--- src/rtl/tch_pkg.sv ---
package tch_pkg;

  // Input sample width and derived packing
  localparam int SAMPLE_W     = 16;
  localparam int IN_TDATA_W   = 6 * SAMPLE_W;

  // Pipeline depths of the iterative units
  localparam int SQRT_STAGES  = 16;
  localparam int DIV_STAGES   = 16;
  localparam int CORDIC_STEPS = 16;

  // Datapath widths
  localparam int XY_W  = 36;   // tilted magnetic X/Y
  localparam int CW    = 40;   // CORDIC X/Y with gain headroom
  localparam int ZW    = 28;   // angle in 2^-16 degree

  // Angle constants
  localparam logic [14:0] FULL_TURN       = 15'd23040;
  localparam logic [14:0] DECL_RESET      = 15'd704;
  localparam logic signed [ZW-1:0] ANG_180 = 28'sd11796480;

  // atan(2^-i) in 2^-16 degree
  function automatic logic signed [ZW-1:0] atan_entry(input int unsigned i);
    logic signed [ZW-1:0] v;
    case (i)
      0:  v = 28'sd2949120;
      1:  v = 28'sd1740967;
      2:  v = 28'sd919879;
      3:  v = 28'sd466945;
      4:  v = 28'sd234379;
      5:  v = 28'sd117304;
      6:  v = 28'sd58666;
      7:  v = 28'sd29335;
      8:  v = 28'sd14668;
      9:  v = 28'sd7334;
      10: v = 28'sd3667;
      11: v = 28'sd1833;
      12: v = 28'sd917;
      13: v = 28'sd458;
      14: v = 28'sd229;
      15: v = 28'sd115;
      16: v = 28'sd57;
      17: v = 28'sd29;
      18: v = 28'sd14;
      19: v = 28'sd7;
      20: v = 28'sd4;
      21: v = 28'sd2;
      22: v = 28'sd1;
      default: v = '0;
    endcase
    return v;
  endfunction

endpackage

--- src/rtl/tch_div.sv ---
module tch_div import tch_pkg::*; (
  input  logic        clk,
  input  logic        en,
  input  logic [15:0] rem_i,
  input  logic [15:0] num_i,
  input  logic [15:0] den_i,
  output logic [15:0] quo_o
);

  logic [15:0] rem_r [DIV_STAGES];
  logic [15:0] num_r [DIV_STAGES];
  logic [15:0] den_r [DIV_STAGES];
  logic [15:0] quo_r [DIV_STAGES];

  // Restoring division, one quotient bit per stage
  for (genvar k = 0; k < DIV_STAGES; k++) begin : g_stage
    logic [15:0] rem_in;
    logic [15:0] num_in;
    logic [15:0] den_in;
    logic [15:0] quo_in;
    logic [16:0] trial;
    logic [16:0] diff;

    if (k == 0) begin : g_first
      assign rem_in = rem_i;
      assign num_in = num_i;
      assign den_in = den_i;
      assign quo_in = '0;
    end else begin : g_next
      assign rem_in = rem_r[k-1];
      assign num_in = num_r[k-1];
      assign den_in = den_r[k-1];
      assign quo_in = quo_r[k-1];
    end

    assign trial = {rem_in, num_in[15]};
    assign diff  = trial - {1'b0, den_in};

    always_ff @(posedge clk) begin
      if (en) begin
        if (trial >= {1'b0, den_in}) begin
          rem_r[k] <= diff[15:0];
          quo_r[k] <= {quo_in[14:0], 1'b1};
        end else begin
          rem_r[k] <= trial[15:0];
          quo_r[k] <= {quo_in[14:0], 1'b0};
        end
        num_r[k] <= {num_in[14:0], 1'b0};
        den_r[k] <= den_in;
      end
    end
  end

  assign quo_o = quo_r[DIV_STAGES-1];

endmodule

--- config.mk ---
export PLATFORM = sky130hd
export DESIGN_NAME = tch_div
export DESIGN_NICKNAME = d
export VERILOG_FILES = /design/src/rtl/tch_pkg.sv /design/src/rtl/tch_div.sv
export SDC_FILE = /design/constraint.sdc
export NUM_CORES = 1
export LEC_CHECK = 0
export BUFFER_PORTS_ARGS = -buffer_cell sky130_fd_sc_hd__buf_2
export CORE_MARGIN = 2
export CORE_UTILIZATION = 63
export CTS_CLUSTER_DIAMETER = 200
export DETAILED_ROUTE_END_ITERATION = 8
export PLACE_DENSITY_LB_ADDON = 0.08
export SLEW_MARGIN = 20
export SYNTH_ARGS = -nofsm -noshare
export SYNTH_HDL_FRONTEND = slang
export SYNTH_SLANG_ARGS = --single-unit
--- constraint.sdc ---
create_clock -name clk -period 3.6 [get_ports clk]
set_input_delay 0.54 -clock clk [delete_from_list [all_inputs] [get_ports clk]]
set_output_delay 0.54 -clock clk [all_outputs]
set_load 0.1 [all_outputs]
# --- After elaboration in Yosys (flattened, before gate mapping) ---
# Memory sizes are Yosys's and may differ from the RTL's.
# Index checks and enable logic that the tools add are counted.
op_classes:
  add_sub_neg: 16
  order_cmp: 16
  n_mux: 130
  bitwise_logic: 32
op_table:
  columns: ["cell", "n"]
  rows:
  - ["16-bit two-way mux", 32]
  - ["17-bit by 16-bit >= comparator with 1-bit output", 16]
  - ["16-bit subtractor", 16]
  - ["1-bit two-way mux", 98]
  - ["1-bit OR", 32]
totals:
  regBits: 0
  ram_bits: 1008
  in_bits: 50
  output_inout_bits: 16
  elab_cells: 198
  n_memories: 4
mem_list:
  columns: ["name", "depth", "width", "rd", "rd_ports_with_merged_regs", "write_ports", "line", "source"]
  rows:
  - ["den_r", 16, 16, 15, 0, 16, "tch_div.sv:12", "logic [15:0] den_r [DIV_STAGES];"]
  - ["quo_r", 16, 16, 16, 0, 16, "tch_div.sv:13", "logic [15:0] quo_r [DIV_STAGES];"]
  - ["rem_r", 16, 16, 15, 0, 16, "tch_div.sv:10", "logic [15:0] rem_r [DIV_STAGES];"]
  - ["num_r", 16, 15, 15, 0, 16, "tch_div.sv:11", "logic [15:0] num_r [DIV_STAGES];"]

# --- Longest topological paths before layout ---
# Gate-level depths: netlist (run 1).
# An unclocked memory read counts as a cell.
depth:
  word_depth: 6
  depth_mapped: 12
  mapped_depth_nobuf: 12

# --- Worst setup path before layout (run 1) ---
# No wires, ideal clock.
synth_path:
  path_type: "input port to flip-flop"
  startpoint: "in num_i[15]"
  endpoint: "mem rem_r[0][14], data pin"
  setup_time_ns: 0.260
  arrival_time_ns: 2.782
  t_required_ns: 3.340
  slack_ns: 0.558
  stages: 12
  path_buffers: 0
  path_cell_list: "inv_1 ha_1 inv_1 fa_1 a21o_1 a21oi_1 o21bai_1 a2111o_1 a31o_2 a21oi_1 xnor2_1 mux2_2"
synth_lines:
  columns: ["item", "line", "source"]
  rows:
  - ["start, declared", "tch_div.sv:5", "input logic [15:0] num_i,"]
  - ["end, declared", "tch_div.sv:10", null]

==> run metrics, run 1 <==
outcome complete, no violations; most frequent cells in the layout 735 x edfxtp_1, 334 x inv_1, 256 x ha_1, 190 x nand2_1, 147 x a21oi_1; largest net degree at the start of global routing 161; skew final 25.12 ps; Reg power frac 0.380; area occupied by multi-input gates 13590 µm²; Post-CTS Setup Repair Bufs 0; Vias 22443; CP required 3960 ps; Post-Route WL 74420 µm; CP Class flop to flop; I/O pins 66; largest family of logic cells by synthesized area compound AO/OA/AOI/OAI gates; simple-gate portion of the synthesized area 0.07058; cts repair resizes 0; Buffers on Ports 65; switching power 11.22 mW; Area growth syn-to-layout 11.07%; M3 GR Usage 0.03831; ys flop type edfxtp_1; Die Ht 247.0 µm; worst-margin pin slew 891.5 ps; # DRC 0; syn_nets 3203; drt via density 5.837; RSZ-0062 raised after global routing no; XOR/XNOR share of the synthesized area 0.04215; Synth Area in Adders 0.09420; Synth Area in Compound Gates 0.1046; Die Footprint 60990 µm²; R2R depth 12; H-Tree Depth 3; Final ANT Viol Nets 0; Final #Nets 3333; CP Capture Point rem_r[0][126]; DR iter-0 viols 1664; Worst slew margin 0.4057; Register-to-Register Setup Slack 180 ps; CP max-delay cell a2111oi_1; vias in the first global route 22048; Synth async-reset ratio 0; startpoint types flop; crit end category flop; internal power 23.30 mW; CTS sink cnt 736; Seq/Total Area, Yosys 0.5940; Core Area 58690 µm²; critical-path maximum fanout 3; row cnt 89; critical path arrival 3780 ps; crit-path cells inv_1, ha_1, inv_1, fa_1, a21o_1, a21o_1, a2111oi_1, nor3_1, nor4_1, o31ai_1, xor2_1, mux2_2; placed wire-length estimate 54760 µm; Starting Density 0.6337; R2R Path Start num_r[0][104]; total CTS buffers 77; gr usage total 0.2483; Peak VDD IR 0.0005461 V; global routing met2 resource utilization 0.4085; power density over the cells 835.7 nW/µm²; # diodes 0; Lkg Pwr 16.67 nW; Worst setup startpoint num_r[0][104]; Fmax 292.5 MHz; first-pass GRT wire length 117200 µm; first drt pass iteration count 5; #FFs+latches synth 736; Avg WL per Cell 19.35 µm; Post-Syn Instances 2882; Tmin final 3419 ps; worst skew pair latency 620 ps; initial antenna violation count 0; clock-pin transition on the worst setup and hold timing paths 60 ps; post-route core utilization 0.7039; mux share of post-synthesis cell area 0.05289; Final Total Pwr 34.52 mW; hold crit path type input pin to flop; hold buffers post-CTS 0; final RePlAce weighted congestion 0.9316; synthesized cell area 37190 µm²; final setup vio count 0; number of max-slew violations in the final report 0; Register Area 22090 µm²; most common cell after layout, fill and taps aside edfxtp_1; GRT Residual Overflow 0; Post-synth EDFFs 735; Root Driver clkbuf_16; setup TNS 0 ps; clock share of power 0.245; sw frac 0.3249; period utilization 0.9496; Syn Area/Cell 12.90 µm²; Max Root-Sink Buffers 3; M1 GR Usage 0.3433; max cap viols 0; GR peak layer met2; Die W 247.0 µm; R2R Path End rem_r[0][126]; Warnings, synthesis 0; Synth cell types 71; CTS tree done; max incr delay on CP 610 ps; Fill cells 4039; share of cells above drive strength 1 0.1370; Final Hold Viols 0; Gate power share 0.376
[per-layer routing]
metal  vias up  routed length [µm]  share of wire
met5         -                   0              0
met4         0                1959          0.026
met3       131                3986          0.054
met2       617               35610           0.48
met1     10794               32860           0.44
li1      10901                   -              -
[worst min-delay path by stage]
stage            startpoint       endpoint  slack, ps  cells past startpoint
6_report          num_i[10]   num_r[0][10]        100                      1
5_1_grt           num_i[10]   num_r[0][10]         60                      1
4_1_cts           num_i[10]   num_r[0][10]         60                      1
3_5_place_dp   num_r[0][35]   num_r[0][51]        400                      0
3_3_place_gp   quo_r[0][97]  quo_r[0][114]        400                      0
2_1_floorplan  num_r[0][84]  num_r[0][100]        400                      0
[cell type report]
type | count | share of cell area
Tap cell | 773 | 0.02342
Timing Repair Buffer | 106 | 0.01739
Inverter | 334 | 0.03035
Clock buffer | 87 | 0.04780
Sequential cell | 736 | 0.5348
Multi-Input combinational cell | 1757 | 0.3290
Clock inverter | 52 | 0.01727
[through the flow]
step           hold slack [ps]  setup slack (ps)  area, µm²  std cells
6_report                 98.85             181.4      41310       3845
5_1_grt                  57.60             12.15      41310       3845
4_1_cts                  62.35             177.6      41280       3845
3_5_place_dp             404.5             179.4      38590       3706
3_3_place_gp             400.9             254.2      38590       3706
2_1_floorplan            400.3             557.7      37190       2882
[logic make-up after synthesis]
group / count (synthesis)
DFF: 736
AOI/OAI and AO/OA: 601
and+or+nand+nor: 536
buffers and inverters: 389
adders and majority gates: 271
xor gates and xnor gates: 179
muxes: 170
[registers in the layout, indices dropped and copies added (netlist names)]
signal and cells:
quo_r 136, rem_r 240, den_r 240, num_r 120
[worst max-delay path: cells and delay by family (launching register included)]
kind | cells | cell delay, ps
AOI/OAI and AO/OA | 4 | 1160
adders and majority gates | 2 | 580
and+or+nand+nor | 2 | 520
DFF | 1 | 350
muxes | 1 | 270
buffers and inverters | 2 | 150
xor gates and xnor gates | 1 | 150
[power by group through the flow]
stage	registers, mW	clock network (mW)	logic [mW]
after CTS	13.1	8.61	12.9
after global placement	13.2	0	12.3
after floorplan	12.8	0	10.1
final	13.1	8.44	13.0
after detailed placement	13.3	0	12.7
after global routing	13.2	8.94	14.4
[synth_stat cells, types with 15 or more instances]
master    instances  area share
edfxtp_1        735        0.59
o21bai_1         21      0.0042
nand2_1         190       0.019
nand4_1          32      0.0054
mux2_2          127       0.038
and3_1           15      0.0025
mux2_4           21      0.0085
ha_1            256       0.086
xor2_1           69       0.016
o21ai_0         138       0.019
a21oi_1         147       0.020
xnor2_1         110       0.026
a31oi_1          34      0.0057
clkbuf_1         34      0.0034
o31ai_1          24      0.0048
inv_1           334       0.034
o21a_1           24      0.0048
fa_1             15      0.0081
and2_1           15      0.0025
nor2b_1          16      0.0027
mux2i_1          21      0.0057
nor2_1          114       0.012
nand3_1          43      0.0058
nor3_1           22      0.0030
nand2b_1         22      0.0037
a21o_1           92       0.019
Note: power is estimated with default switching activity, not from simulation.
==> run 2: changes to the inputs <==
Settings changed: CORE_MARGIN 2 to 4.
==> run 2 against run 1 <==
Global-route usage shrank 1.4 points. Utilization is 0.56 points higher. Clock-buffer cell count grew 10. Combinational power about the same. Final area down 0.34%. Critical path depth rose by 1. First-iteration DRC count rose by 9.5%. Sequential share of layout area increased by 0.18 points. Power shrank 1.4%.
==> run metrics, run 2 (synthesized netlist as in run 1, its figures left out) <==
Die Ht 251.0 µm; sw frac 0.3300; Final #Nets 3336; drt via density 5.837; hold buffers post-CTS 0; Final ANT Viol Nets 0; initial antenna violation count 0; CTS sink cnt 736; delay-heaviest family, CP compound AO/OA/AOI/OAI gates; clock share of power 0.235; hold crit path type input pin to flop; Post-CTS Setup Repair Bufs 0; skew final 20.47 ps; setup TNS 0 ps; CP max-delay cell a2111oi_1; crit end category flop; Gate power share 0.381; critical-path maximum fanout 3; vias in the first global route 22508; max cap viols 0; placed wire-length estimate 54090 µm; Root Driver clkbuf_16; Vias 22444; Tmin final 3421 ps; final setup vio count 0; Largest regs den_r (240), rem_r (240), quo_r (136); switching power 11.24 mW; Fill cells 3959; Peak VDD IR 0.0007318 V; H-Tree Depth 3; first-pass GRT wire length 118000 µm; Die Footprint 62980 µm²; outcome complete, no violations; Fmax 292.3 MHz; worst-margin pin slew 723.4 ps; I/O pins 66; most frequent cells in the layout 735 x edfxtp_1, 334 x inv_1, 256 x ha_1, 190 x nand2_1, 147 x a21oi_1; Worst Path Buf+Inv 3; final RePlAce weighted congestion 0.9341; # DRC 0; post-route core utilization 0.7094; startpoint types flop; Area growth syn-to-layout 10.69%; gr usage total 0.2342; Core Area 58030 µm²; GRT Residual Overflow 0; Starting Density 0.6409; worst skew pair latency 620 ps; number of max-slew violations in the final report 0; max incr delay on CP 450 ps; most common cell after layout, fill and taps aside edfxtp_1; clock-pin transition on the worst setup and hold timing paths 60 ps; Buffers on Ports 65; largest net degree at the start of global routing 125; share of cells above drive strength 1 0.1351; internal power 22.81 mW; Lkg Pwr 16.60 nW; Reg power frac 0.385; first drt pass iteration count 5; power density over the cells 827.2 nW/µm²; critical path arrival 3780 ps; row cnt 88; Avg WL per Cell 19.24 µm; Max Root-Sink Buffers 3; period utilization 0.9502; RSZ-0062 raised after global routing no; CTS tree done; Post-Route WL 73970 µm; CP Class flop to flop; cts repair resizes 0; Die W 251.0 µm; CP required 3960 ps; Final Hold Viols 0; Worst slew margin 0.5177; total CTS buffers 78; DR iter-0 viols 1822; crit-path cells inv_1, ha_1, inv_1, fa_1, a21o_1, a21o_1, a2111oi_1, buf_4, nor3_1, nor4_1, a211oi_1, xor2_1, mux2_2
[run 2: path summary, 6_finish.rpt]
path	startpoint	end	slack, ps	depth (start not counted)
max	num_r[0][74]	rem_r[0][94]	180	13
min	num_i[13]	num_r[0][13]	90	1
max reg2reg	num_r[0][74]	rem_r[0][94]	180	13
min reg2reg	num_r[0][2]	num_r[0][18]	410	0
[run 2: through the flow]
| step | hold slack [ps] | instance area [µm²] | cells | worst slack [ps] | power [mW] |
|---|---|---|---|---|---|
| after floorplan | 400.3 | 37190 | 2882 | 557.7 | 22.90 |
| after global placement | 400.4 | 38570 | 3700 | 247.0 | 25.58 |
| after detailed placement | 404.5 | 38570 | 3700 | 205.0 | 25.98 |
| after CTS | 55.29 | 41140 | 3844 | 149.0 | 34.13 |
| after global routing | 63.02 | 41160 | 3844 | 14.21 | 36.18 |
| final | 88.19 | 41160 | 3845 | 179.4 | 34.05 |
[run 2: layer usage]
layer | GRT usage | part of all wire | up-vias
li1 | - | - | 10892
met1 | 0.3221 | 0.44 | 10793
met3 | 0.04200 | 0.055 | 154
met2 | 0.3827 | 0.47 | 605
met4 | 0.07957 | 0.036 | 0
met5 | 0 | 0 | -
[run 2: area by class of cell]
type | instances | area, µm² | share of cell area
sequential | 736 | 22090 | 0.5367
tap | 765 | 957.2 | 0.02325
antenna | 1 | 2.502 | 0.00006079
multi-input combinational | 1757 | 13590 | 0.3301
clock inverter | 47 | 498.0 | 0.01210
timing repair buffer | 108 | 708.2 | 0.01720
inverter | 334 | 1254 | 0.03046
clock buffer | 97 | 2066 | 0.05018
[run 2: power by group through the flow]
stage | sequential (mW) | combinational, mW | clock (mW)
global placement | 13.2 | 12.3 | 0
floorplan | 12.8 | 10.1 | 0
finish | 13.1 | 13.0 | 8.00
CTS | 13.1 | 12.9 | 8.16
detailed placement | 13.3 | 12.7 | 0
global route | 13.3 | 14.4 | 8.55
