File: src/rtl/tch_pkg.sv
package tch_pkg;

  // Input sample width and derived packing
  localparam int SAMPLE_W     = 16;
  localparam int IN_TDATA_W   = 6 * SAMPLE_W;

  // Pipeline depths of the iterative units
  localparam int SQRT_STAGES  = 16;
  localparam int DIV_STAGES   = 16;
  localparam int CORDIC_STEPS = 16;

  // Datapath widths
  localparam int XY_W  = 36;   // tilted magnetic X/Y
  localparam int CW    = 40;   // CORDIC X/Y with gain headroom
  localparam int ZW    = 28;   // angle in 2^-16 degree

  // Angle constants
  localparam logic [14:0] FULL_TURN       = 15'd23040;
  localparam logic [14:0] DECL_RESET      = 15'd704;
  localparam logic signed [ZW-1:0] ANG_180 = 28'sd11796480;

  // atan(2^-i) in 2^-16 degree
  function automatic logic signed [ZW-1:0] atan_entry(input int unsigned i);
    logic signed [ZW-1:0] v;
    case (i)
      0:  v = 28'sd2949120;
      1:  v = 28'sd1740967;
      2:  v = 28'sd919879;
      3:  v = 28'sd466945;
      4:  v = 28'sd234379;
      5:  v = 28'sd117304;
      6:  v = 28'sd58666;
      7:  v = 28'sd29335;
      8:  v = 28'sd14668;
      9:  v = 28'sd7334;
      10: v = 28'sd3667;
      11: v = 28'sd1833;
      12: v = 28'sd917;
      13: v = 28'sd458;
      14: v = 28'sd229;
      15: v = 28'sd115;
      16: v = 28'sd57;
      17: v = 28'sd29;
      18: v = 28'sd14;
      19: v = 28'sd7;
      20: v = 28'sd4;
      21: v = 28'sd2;
      22: v = 28'sd1;
      default: v = '0;
    endcase
    return v;
  endfunction

endpackage

File: src/rtl/tch_isqrt.sv
module tch_isqrt import tch_pkg::*; (
  input  logic        clk,
  input  logic        en,
  input  logic [31:0] rad_i,
  output logic [15:0] root_o
);

  logic [17:0] rem_r  [SQRT_STAGES];
  logic [15:0] root_r [SQRT_STAGES];
  logic [31:0] rad_r  [SQRT_STAGES];

  // One root bit per stage, two radicand bits brought down each time
  for (genvar k = 0; k < SQRT_STAGES; k++) begin : g_stage
    logic [17:0] rem_in;
    logic [15:0] root_in;
    logic [31:0] rad_in;
    logic [17:0] rem_sh;
    logic [17:0] trial;

    if (k == 0) begin : g_first
      assign rem_in  = '0;
      assign root_in = '0;
      assign rad_in  = rad_i;
    end else begin : g_next
      assign rem_in  = rem_r[k-1];
      assign root_in = root_r[k-1];
      assign rad_in  = rad_r[k-1];
    end

    assign rem_sh = {rem_in[15:0], rad_in[31:30]};
    assign trial  = {root_in, 2'b01};

    always_ff @(posedge clk) begin
      if (en) begin
        if (rem_sh >= trial) begin
          rem_r[k]  <= rem_sh - trial;
          root_r[k] <= {root_in[14:0], 1'b1};
        end else begin
          rem_r[k]  <= rem_sh;
          root_r[k] <= {root_in[14:0], 1'b0};
        end
        rad_r[k] <= {rad_in[29:0], 2'b00};
      end
    end
  end

  assign root_o = root_r[SQRT_STAGES-1];

endmodule

File: config.mk
export PLATFORM = sky130hd
export DESIGN_NAME = tch_isqrt
export DESIGN_NICKNAME = d
export VERILOG_FILES = /design/src/rtl/tch_pkg.sv /design/src/rtl/tch_isqrt.sv
export SDC_FILE = /design/constraint.sdc
export NUM_CORES = 1
export LEC_CHECK = 0
export ABC_AREA = 0
export BUFFER_PORTS_ARGS = -buffer_cell sky130_fd_sc_hd__buf_4
export CORE_ASPECT_RATIO = 1.5
export CORE_MARGIN = 2
export CORE_UTILIZATION = 55
export CTS_BUF_LIST = sky130_fd_sc_hd__clkbuf_4
export CTS_CLUSTER_SIZE = 16
export DETAILED_ROUTE_END_ITERATION = 10
export GPL_TIMING_DRIVEN = 0
export PLACE_DENSITY_LB_ADDON = 0.08
export SLEW_MARGIN = 15
export SYNTH_ARGS = -nofsm -noshare
export SYNTH_HDL_FRONTEND = slang
export SYNTH_SLANG_ARGS = --single-unit
File: constraint.sdc
create_clock -name clk -period 3.8 [get_ports clk]
set_clock_uncertainty 0.15 [all_clocks]
set_input_delay 0.38 -clock clk [delete_from_list [all_inputs] [get_ports clk]]
set_output_delay 0.38 -clock clk [all_outputs]
set_load 0.01 [all_outputs]
==> Yosys cells after proc, flatten, opt, wreduce, memory -nomap -nowiden <==
Memories as Yosys holds them, arrays and structs flattened.
Cells that the tools add are included.
{ "classes": {"n_addsub": 16, "order_cmp": 16, "mux": 130, "bitwise": 32} }
{ "ops": {"columns": ["operator", "count"], "rows": [
  ["two-way mux 18 bit", 16],
  [">= comparator 18 bit", 15],
  ["subtractor 18 bit", 15],
  ["two-way mux 16 bit", 16],
  ["two-way mux 1 bit", 98],
  ["bitwise OR 1 bit", 32],
  ["subtractor 2 x 1 -> 3 bit (second input constant)", 1],
  [">= comparator 2 x 1 -> 1 bit (second input constant)", 1]
]} }
{ "totals": {"register_bits": 0, "ram_bits": 1024, "output_inout_bits": 16, "elab_cells": 197, "n_memories": 3} }
{ "memory_table": {"columns": ["memory", "words", "word_bits", "read_ports", "rd_ports_with_merged_regs", "write_ports", "line", "rtl"], "rows": [
  ["rad_r", 16, 30, 15, 0, 16, "tch_isqrt.sv:10", "logic [31:0] rad_r [SQRT_STAGES];"],
  ["rem_r", 16, 18, 15, 0, 16, "tch_isqrt.sv:8", "logic [17:0] rem_r [SQRT_STAGES];"],
  ["root_r", 16, 16, 16, 0, 16, "tch_isqrt.sv:9", "logic [15:0] root_r [SQRT_STAGES];"]
]} }

==> Longest topological paths before layout <==
Gate-level depths: netlist of run 1.
An unclocked memory read counts as a cell.
{ "logic_depth": {"depth_word": 6, "ltp_mapped": 12, "mapped_depth_nobuf": 10} }

==> Worst setup path before layout of run 1 <==
No wires, ideal clock.
{ "synth_timing": {"path_type": "register to register", "start": "memory rem_r[13][7], in the netlist rem_r[1][97]", "end": "memory rem_r[14][8], in the netlist rem_r[1][116] (data pin)", "setup_ps": 260, "t_arrival_ps": 2492, "setup_slack_ps": 898, "path_stages_with_launch": 10, "path_buffers": 1, "period_less_slack_ps": 2902, "path_cell_list": "edfxtp_1 > ha_1 > a21oi_1 > o21ai_0 > o41a_1 > a21oi_1 > o21bai_1 > a21oi_2 > buf_4 > mux2_2"} }
{ "synth_lines": {"columns": ["element", "line"], "rows": [
  ["start, declared", "tch_isqrt.sv:8"]
]} }

==> run metrics, run 1 <==
status finished clean; WHS Endpoint rad_r[0][0]; EDFF count, synth 599; RR Endpoint rem_r[1][24]; Core ar. 0.04980 mm²; Mapped Nets 2260; Worst EP required 4.25 ns; GRT Total Usage 0.2157; Max H-tree Level 4; area leader, netlist edfxtp_1; cell area after layout 0.03154 mm²; TritonCTS clock tree built; layout cells sized above 1 0.1534; synthesized instance count 2073; FP Rows 100; critical path type register to register; DR pass1 iterations 5; async set or reset register ratio after synthesis 0; initial antenna violation count 1; CTS root buf clkbuf_4; Max VDD drop 0.3467 mV; # clock sinks 600; normalized max-slew margin 0.2147; largest net degree at the start of global routing 119; post-synth top area share 0.6468; area grow syn2layout 13.41%; r2r startpoint rem_r[1][0]; IO Pins 50; total power 16730 µW; sequential element share of the synthesized area 0.6475; Syn Std Cell Area 0.02781 mm²; Crit path max-delay family compound AO/OA/AOI/OAI gates; PortBufs 49; total grt overflow 0; Worst setup EP type register; DIE WIDTH 187.6 µm; HPWL Detailed 39380 µm; reg2reg setup slack 0.25 ns; commonest non-fill, non-tap cells in the layout 599 x edfxtp_1, 200 x clkbuf_4, 193 x inv_1; vias in the first global route 17930; post-route insts no fill 3095; P_leak 0.01250 µW; dpl cells 2788; CTS buffer count 143; crit-path cells ha_1, nor2b_1, o21a_1, o21ai_0, a211oi_1, nor2_1, inv_2, buf_2, nor2_1, a21oi_1; Placer Congestion 0.9273; Slew @ Worst Pin 1.178 ns; Critical Path AT 3.99 ns; CP max FO 10; CP max stage cell o21ai_0; DRC viols 0; setup violators final 0; Worst Setup Start Kind register; Iter 0 DRT Violations 754; FMAX 281.9 MHz; Post-DRT Antenna Nets 0; Hold WC Path Type primary input to register; library cells used by synthesis 75; DRT Wirelength 55890 µm; Max clock buf depth 3; first-pass GRT wire length 87930 µm; final worst-path cycle share 0.9335; max-cap violations 0; post-synthesis register bit count 600; Vias/cell 5.491; Die Ht 279.4 µm; predominant post-synthesis flop cell edfxtp_1; Post-CTS Setup Bufs 0; Min-Delay Startpoint en; max incr delay on CP 0.59 ns; most common cell after layout, fill and taps aside edfxtp_1; WL/cell 18.06 µm; most used cell along the critical path nor2_1; clock latency on the worst-skew pair 0.90 ns; final slew viol count 0; Final #Nets 2520; syn_area_per_cell 13.42 µm²; Hold Path Stages 3; top post-synthesis cells by area edfxtp_1 65%, ha_1 6.9%, xnor2_1 2.8%, inv_1 2.6%, mux2_2 2.0%; depth of the most critical reg-to-reg path 10; Fin. Hold Viols 0; unrepaired setup endpoints after global routing false; Starting Density 0.5585; Vias 16996; Buf/Inv on CP 2; synth warn 0; dpl cell area 0.02910 mm²; Die ar. 0.05242 mm²; crit path time final 3.547 ns; P per Cell Area 530.4 mW/mm²; clk slew on worst S/H paths 0.07 ns
[worst reg2reg max path, delay by kind of cell (launching register included)]
family,cells,cell delay (ns)
and+or+nand+nor,3,0.84
buffers and inverters,2,0.49
DFF,1,0.39
AOI/OAI and AO/OA,4,1.07
adders and majority gates,1,0.37
[cell families after synthesis]
logic type	share of synthesized area
flops	0.6475
simple gates	0.08939
compound gates	0.08638
buf+inv	0.03374
xor+xnor	0.04818
fa+ha+maj	0.06883
mux	0.02600
[synth_stat cells (9+ instances only)]
| master | number |
|---|---|
| edfxtp_1 | 599 |
| inv_1 | 193 |
| ha_1 | 153 |
| nor2_1 | 127 |
| nand2_1 | 106 |
| a21oi_1 | 104 |
| xnor2_1 | 89 |
| o21ai_0 | 75 |
| xor2_1 | 64 |
| nor3_1 | 53 |
| mux2_2 | 50 |
| o21a_1 | 40 |
| a21o_1 | 38 |
| nand3_1 | 36 |
| clkbuf_1 | 34 |
| nor4_1 | 26 |
| nor2b_1 | 25 |
| nand2b_1 | 21 |
| mux2i_1 | 16 |
| nand4_1 | 16 |
| or3_1 | 14 |
| and3_1 | 11 |
| o21bai_1 | 11 |
| a31oi_1 | 10 |
| o31ai_1 | 10 |
| buf_2 | 9 |
[power by group]
part           internal, µW  switching, µW  leakage, µW
registers              8210            421      0.00576
logic                  1350           1630      0.00567
clock network          2600           2520      0.00106
[sequential cells by signal, indices dropped and copies added, names as in the netlist]
name	flops
rem_r	224
root_r	136
rad_r	240
[cell type report]
class	count	area [µm²]
inverter	195	732.0
antenna	1	2.502
multi-input combinational	1231	8870
timing repair buffer	115	1101
clock buffer	200	1501
clock inverter	43	279.0
buffer	47	219.0
tap	663	829.5
fill	3824	18260
sequential	600	18010
[worst max path at each step]
| stage | start | to | cells after the start |
|---|---|---|---|
| 5_1_grt | rem_r[1][97] | rem_r[1][116] | 9 |
| 2_1_floorplan | rem_r[1][97] | rem_r[1][116] | 9 |
| 4_1_cts | root_r[1][16] | rem_r[1][45] | 10 |
| 3_5_place_dp | en | rem_r[0][109] | 6 |
| 6_report | rem_r[1][0] | rem_r[1][24] | 10 |
| 3_3_place_gp | en | rem_r[0][109] | 5 |
[metal layers]
metal	track usage	wire length (µm)
met3	0.03708	1792
met1	0.2036	19610
met5	0	0
met4	0.1195	2441
met2	0.4315	32050
[repair_timing]
action | CTS | global route
resized for setup | 0 | 3
endpoints found under the setup margin | 0 | 8
hold buffers | 63 | 0
endpoints found under the hold margin | 63 | 0
[through the flow]
| step | setup slack [ns] | util | TNS [ns] | hold slack (ns) |
|---|---|---|---|---|
| 2_1_floorplan | 0.8982 | - | 0 | 0.2503 |
| 3_3_place_gp | -1.971 | 0.5825 | -830.42 | 0.2503 |
| 3_5_place_dp | -0.5720 | 0.5844 | -69.19 | 0.2545 |
| 4_1_cts | 0.1231 | 0.6332 | 0 | 0.002244 |
| 5_1_grt | 0.07866 | 0.6334 | 0 | 0.04861 |
| 6_report | 0.2526 | 0.6334 | 0 | 0.08538 |
No activity file was read; power rests on OpenSTA's default activity.
==> inputs of run 2 (changes only) <==
--- a/config.mk
+++ b/config.mk
@@ -11,9 +11,8 @@
 export CORE_MARGIN = 2
 export CORE_UTILIZATION = 55
 export CTS_BUF_LIST = sky130_fd_sc_hd__clkbuf_4
-export CTS_CLUSTER_SIZE = 16
+export CTS_CLUSTER_SIZE = 14
 export DETAILED_ROUTE_END_ITERATION = 10
-export GPL_TIMING_DRIVEN = 0
 export PLACE_DENSITY_LB_ADDON = 0.08
 export SLEW_MARGIN = 15
 export SYNTH_ARGS = -nofsm -noshare
==> run metrics, run 2 (synthesis gave the netlist of run 1 again) <==
status finished clean; IO Pins 50 (unchanged); Placer Congestion 0.8735 (-5.8%); CTS buffer count 142 (-0.70%); first-pass GRT wire length 84750 µm (-3.6%); final worst-path cycle share 0.8995 (-0.03405); crit path time final 3.418 ns (-0.1294 ns); clock latency on the worst-skew pair 0.87 ns (-0.03 ns); Slew @ Worst Pin 0.8810 ns (-0.2969 ns); Worst setup EP type register; DR pass1 iterations 7 (+2); largest reg by FF count rad_r; vias in the first global route 17655 (-1.5%); CP max FO 15 (+5); Post-CTS Setup Bufs 0 (unchanged); # clock sinks 600 (unchanged); registers with the most flip-flops rad_r (240), rem_r (224), root_r (136); WL/cell 17.45 µm (-3.4%); Vias/cell 5.483 (-0.16%); HPWL Detailed 38160 µm (-3.1%); Final #Nets 2490 (-1.2%); P_leak 0.01242 µW (-0.61%); DRT Wirelength 53510 µm (-4.3%); Critical Path AT 3.85 ns (-0.14 ns); max-cap violations 0 (unchanged); initial antenna violation count 1 (unchanged); unrepaired setup endpoints after global routing false; most common cell after layout, fill and taps aside edfxtp_1; DIE WIDTH 187.6 µm (unchanged); final setup TNS 0 ns (unchanged); Worst Setup Start Kind register; GRT Total Usage 0.2077 (-0.008038); TritonCTS clock tree built; FMAX 292.6 MHz (+3.8%); Final Core Density 0.6302 (-0.003241); normalized max-slew margin 0.4073 (+0.1925); PortBufs 49 (unchanged); setup violators final 0 (unchanged); Hold WC Path Type primary input to register; Die Ht 279.4 µm (unchanged); critical path type register to register; final slew viol count 0 (unchanged); Die ar. 0.05242 mm² (unchanged); Fin. Hold Viols 0 (unchanged); Reg area 0.01801 mm² (unchanged); DRC viols 0 (unchanged); max FFs per register 240 (unchanged); layout cells sized above 1 0.1540 (+0.0005394); clk slew on worst S/H paths 0.06 ns (about the same); CTS root buf clkbuf_4; Core ar. 0.04980 mm² (unchanged); largest net degree at the start of global routing 100 (-16%); Iter 0 DRT Violations 813 (+7.8%); Max H-tree Level 4 (unchanged); Starting Density 0.5585 (unchanged); Max clock buf depth 3 (unchanged); Post-DRT Antenna Nets 0 (unchanged); commonest non-fill, non-tap cells in the layout 599 x edfxtp_1, 201 x clkbuf_4, 193 x inv_1; P per Cell Area 527.9 mW/mm² (-0.47%); Multi-input gate area 0.008882 mm² (+0.14%); Fillers 3857 (+0.86%); Max VDD drop 0.3861 mV (+11%); total grt overflow 0 (unchanged); Vias 16815 (-1.1%); area grow syn2layout 12.83%; FP Rows 100 (unchanged); Worst EP required 4.24 ns (about the same)
[run 2: cell types whose count changed in the layout (fill, tap and decap cells not counted), moves of 3 or more]
cell,change
clkinvlp_4,+3
clkbuf_1,-24
dlygate4sd3_1,-3
clkinv_1,+4
inv_6,-4
clkbuf_2,-10
buf_2,-9
buf_4,+22
[run 2: cell type report]
class / count / share of cell area
multi-input combinational: 1231 / 0.2831
inverter: 195 / 0.02333
clock inverter: 43 / 0.008094
tap: 663 / 0.02644
sequential: 600 / 0.5738
timing repair buffer: 133 / 0.03708
antenna: 1 / 0.00007974
clock buffer: 201 / 0.04809
[run 2: worst paths after layout]
path,from,end,slack [ns],cells after the start
setup / recovery,rem_r[0][102],rem_r[0][121],0.38,7
hold / removal,rad_i[26],rad_r[0][26],0.11,2
setup reg to reg,rem_r[0][102],rem_r[0][121],0.38,7
hold reg to reg,rad_r[0][203],rad_r[0][235],0.25,0
[run 2: timing repair]
action,in CTS,in global routing
resized for setup,0,0
hold buffers,58,0
hold endpoints to repair,224,0
setup endpoints to repair,0,0
[run 2: critical path, cell delays in order, from the launching register on]
cell and delay [ns]:
edfxtp_1 0.42, nor4_1 0.79, o211ai_1 0.30, nor2_1 0.23
or4b_1 0.73, and3b_1 0.37, nand3_1 0.12, xnor2_1 0.06
[run 2: stage by stage]
stage               worst slack, ns  power (µW)  cell area (µm²)  hold slack [ns]  cells
floorplan                    0.8982       10790            27810           0.2503   2073
global placement             0.4435       11520            29030           0.2504   2764
detailed placement           0.4430       11620            29030           0.2545   2764
CTS                          0.4331       16770            31380         0.001421   3066
global route                 0.1421       17480            31380          0.04269   3067
finish                       0.3820       16570            31380           0.1052   3067
[run 2: report_power, final]
part / total (µW) / internal [µW] / switching [µW]
logic: 2890 / 1350 / 1550
clock network: 5030 / 2590 / 2450
registers: 8640 / 8210 / 436
total: 16600 / 12100 / 4430
[run 2: routing by layer]
layer | global-route usage | up-vias | part of all wire
li1 | - | 8232 | -
met1 | 0.1865 | 8064 | 0.34
met2 | 0.4191 | 361 | 0.58
met3 | 0.03408 | 158 | 0.029
met4 | 0.1324 | 0 | 0.051
met5 | 0 | - | 0
==> inputs of run 3 (changes only) <==
==> constraint.sdc (replaced) <==
create_clock -name clk -period 3.3 [get_ports clk]
set_clock_uncertainty 0.15 [all_clocks]
set_input_delay 0.33 -clock clk [delete_from_list [all_inputs] [get_ports clk]]
set_output_delay 0.33 -clock clk [all_outputs]
set_load 0.01 [all_outputs]
==> run metrics, run 3 (synthesis gave the netlist of run 1 again) <==
layout cells sized above 1 0.1591 (+0.005135); Die Ht 279.4 µm (unchanged); most common cell after layout, fill and taps aside edfxtp_1; Post-CTS Setup Bufs 0 (unchanged); metal3 WL 1820 µm (+16%); CP max FO 4 (-11); commonest non-fill, non-tap cells in the layout 599 x edfxtp_1, 206 x clkbuf_4, 193 x inv_1; final slew viol count 0 (unchanged); normalized max-slew margin 0.3871 (-0.02014); hold_buf cts 65 (+12%); final worst-path cycle share 0.9472 (+0.04777); Hold WC Path Type register to register; initial antenna violation count 2 (+1); Vias/cell 5.472 (-0.20%); FMAX 319.9 MHz (+9.3%); Max VDD drop 0.3844 mV (-0.42%); Worst Setup SP root_r[1][32]; registers with the most flip-flops rad_r (240), rem_r (224), root_r (136); CTS root buf clkbuf_4; largest reg by FF count rad_r; status finished clean; DR pass1 iterations 5 (-2); largest net degree at the start of global routing 170 (+70%); Die ar. 0.05242 mm² (unchanged); PortBufs 49 (unchanged); HPWL Detailed 40180 µm (+5.3%); DRC viols 0 (unchanged); DRT Wirelength 56480 µm (+5.5%); Top Layer Used met4; max-cap violations 0 (unchanged); crit path time final 3.126 ns (-0.2921 ns); Min-Delay Startpoint rad_r[0][203]; Core ar. 0.04980 mm² (unchanged); max FFs per register 240 (unchanged); total grt overflow 0 (unchanged); final setup TNS 0 ns (unchanged); vias in the first global route 17717 (+0.35%); Worst Setup Start Kind register; unrepaired setup endpoints after global routing false; critical path type register to register; DRT met1 WL 18410 µm (+2.4%); Worst EP required 3.74 ns (-0.50 ns); CTS buffer count 145 (+2.1%); # clock sinks 600 (unchanged); post-cts resize count 0 (unchanged); Starting Density 0.5585 (unchanged); setup violators final 0 (unchanged); IO Pins 50 (unchanged); Final #Nets 2510 (+0.80%); area grow syn2layout 13.67%; GRT Total Usage 0.2187 (+0.01100); clock latency on the worst-skew pair 0.89 ns (+0.02 ns); FP Rows 100 (unchanged); Max H-tree Level 4 (unchanged); Critical Path AT 3.57 ns (-0.28 ns); Placer Congestion 0.8609 (-1.4%); clk slew on worst S/H paths 0.06 ns (about the same); P per Cell Area 611.0 mW/mm² (+16%); WL/cell 18.27 µm (+4.7%); Slew @ Worst Pin 0.9193 ns (+0.03833 ns); TritonCTS clock tree built; Fin. Hold Viols 0 (unchanged); DIE WIDTH 187.6 µm (unchanged); Post-DRT Antenna Nets 0 (unchanged); P_leak 0.01254 µW (+0.96%); first-pass GRT wire length 88200 µm (+4.1%); Max clock buf depth 3 (unchanged); Iter 0 DRT Violations 685 (-16%); Vias 16913 (+0.58%); Worst setup EP type register; Final Core Density 0.6348 (+0.004673); met2 WL 33540 µm (+7.4%); r2r startpoint root_r[1][32]
==> run 3: cell types whose count changed in the layout (fill, tap and decap cells not counted), sizes merged <==
cell	delta
diode	+1
clkinv	-3
inv	+3
clkinvlp	+1
buf	+10
dlygate4sd3	+7
clkbuf	+5
==> run 3: worst max-delay path: stages (launching register included) <==
cell	delay (ns)
edfxtp_1	0.42
inv_1	0.07
ha_1	0.34
nor2b_1	0.16
o21ai_0	0.15
a211o_1	0.34
and3_1	0.22
o311ai_2	0.47
buf_4	0.23
mux2_2	0.32
==> run 3: stage by stage <==
stage               cells  setup slack, ns  hold slack, ns  total power (µW)  cell area, µm²
floorplan            2073           0.3982          0.2503             12420           27810
global placement     2774           0.2216          0.2504             13370           29140
detailed placement   2774           0.1842          0.2545             13480           29140
CTS                  3089           0.1447          0.1551             19550           31610
global route         3091          0.05459          0.2213             20390           31610
finish               3091           0.1741          0.2403             19320           31610
==> run 3: layer usage <==
| metal | track usage | up-vias |
|---|---|---|
| met1 | 0.1895 | 8149 |
| li1 | - | 8252 |
| met3 | 0.04235 | 154 |
| met4 | 0.1306 | 0 |
| met2 | 0.4481 | 358 |
| met5 | 0 | - |
==> run 3: report_power, final <==
part / switching, µW / internal, µW / total, µW / leakage (µW)
logic: 1820 / 1580 / 3400 / 0.00571
clock network: 2890 / 3050 / 5940 / 0.00107
registers: 519 / 9450 / 9970 / 0.00576
total: 5230 / 14100 / 19300 / 0.0125
==> run 3: worst paths after layout <==
kind	cells past startpoint	slack, ns	to
setup reg to reg	9	0.17	rem_r[1][57]
hold reg to reg	0	0.24	rad_r[0][235]
setup / recovery	9	0.17	rem_r[1][57]
hold / removal	0	0.24	rad_r[0][235]
==> run 3: area by class of cell <==
type	count	area [µm²]
clock buffer	206	1546
fill	3836	18180
antenna	2	5.005
clock inverter	44	267.8
multi-input combinational	1231	8879
inverter	195	732.0
timing repair buffer	150	1346
sequential	600	18010
tap	663	829.5
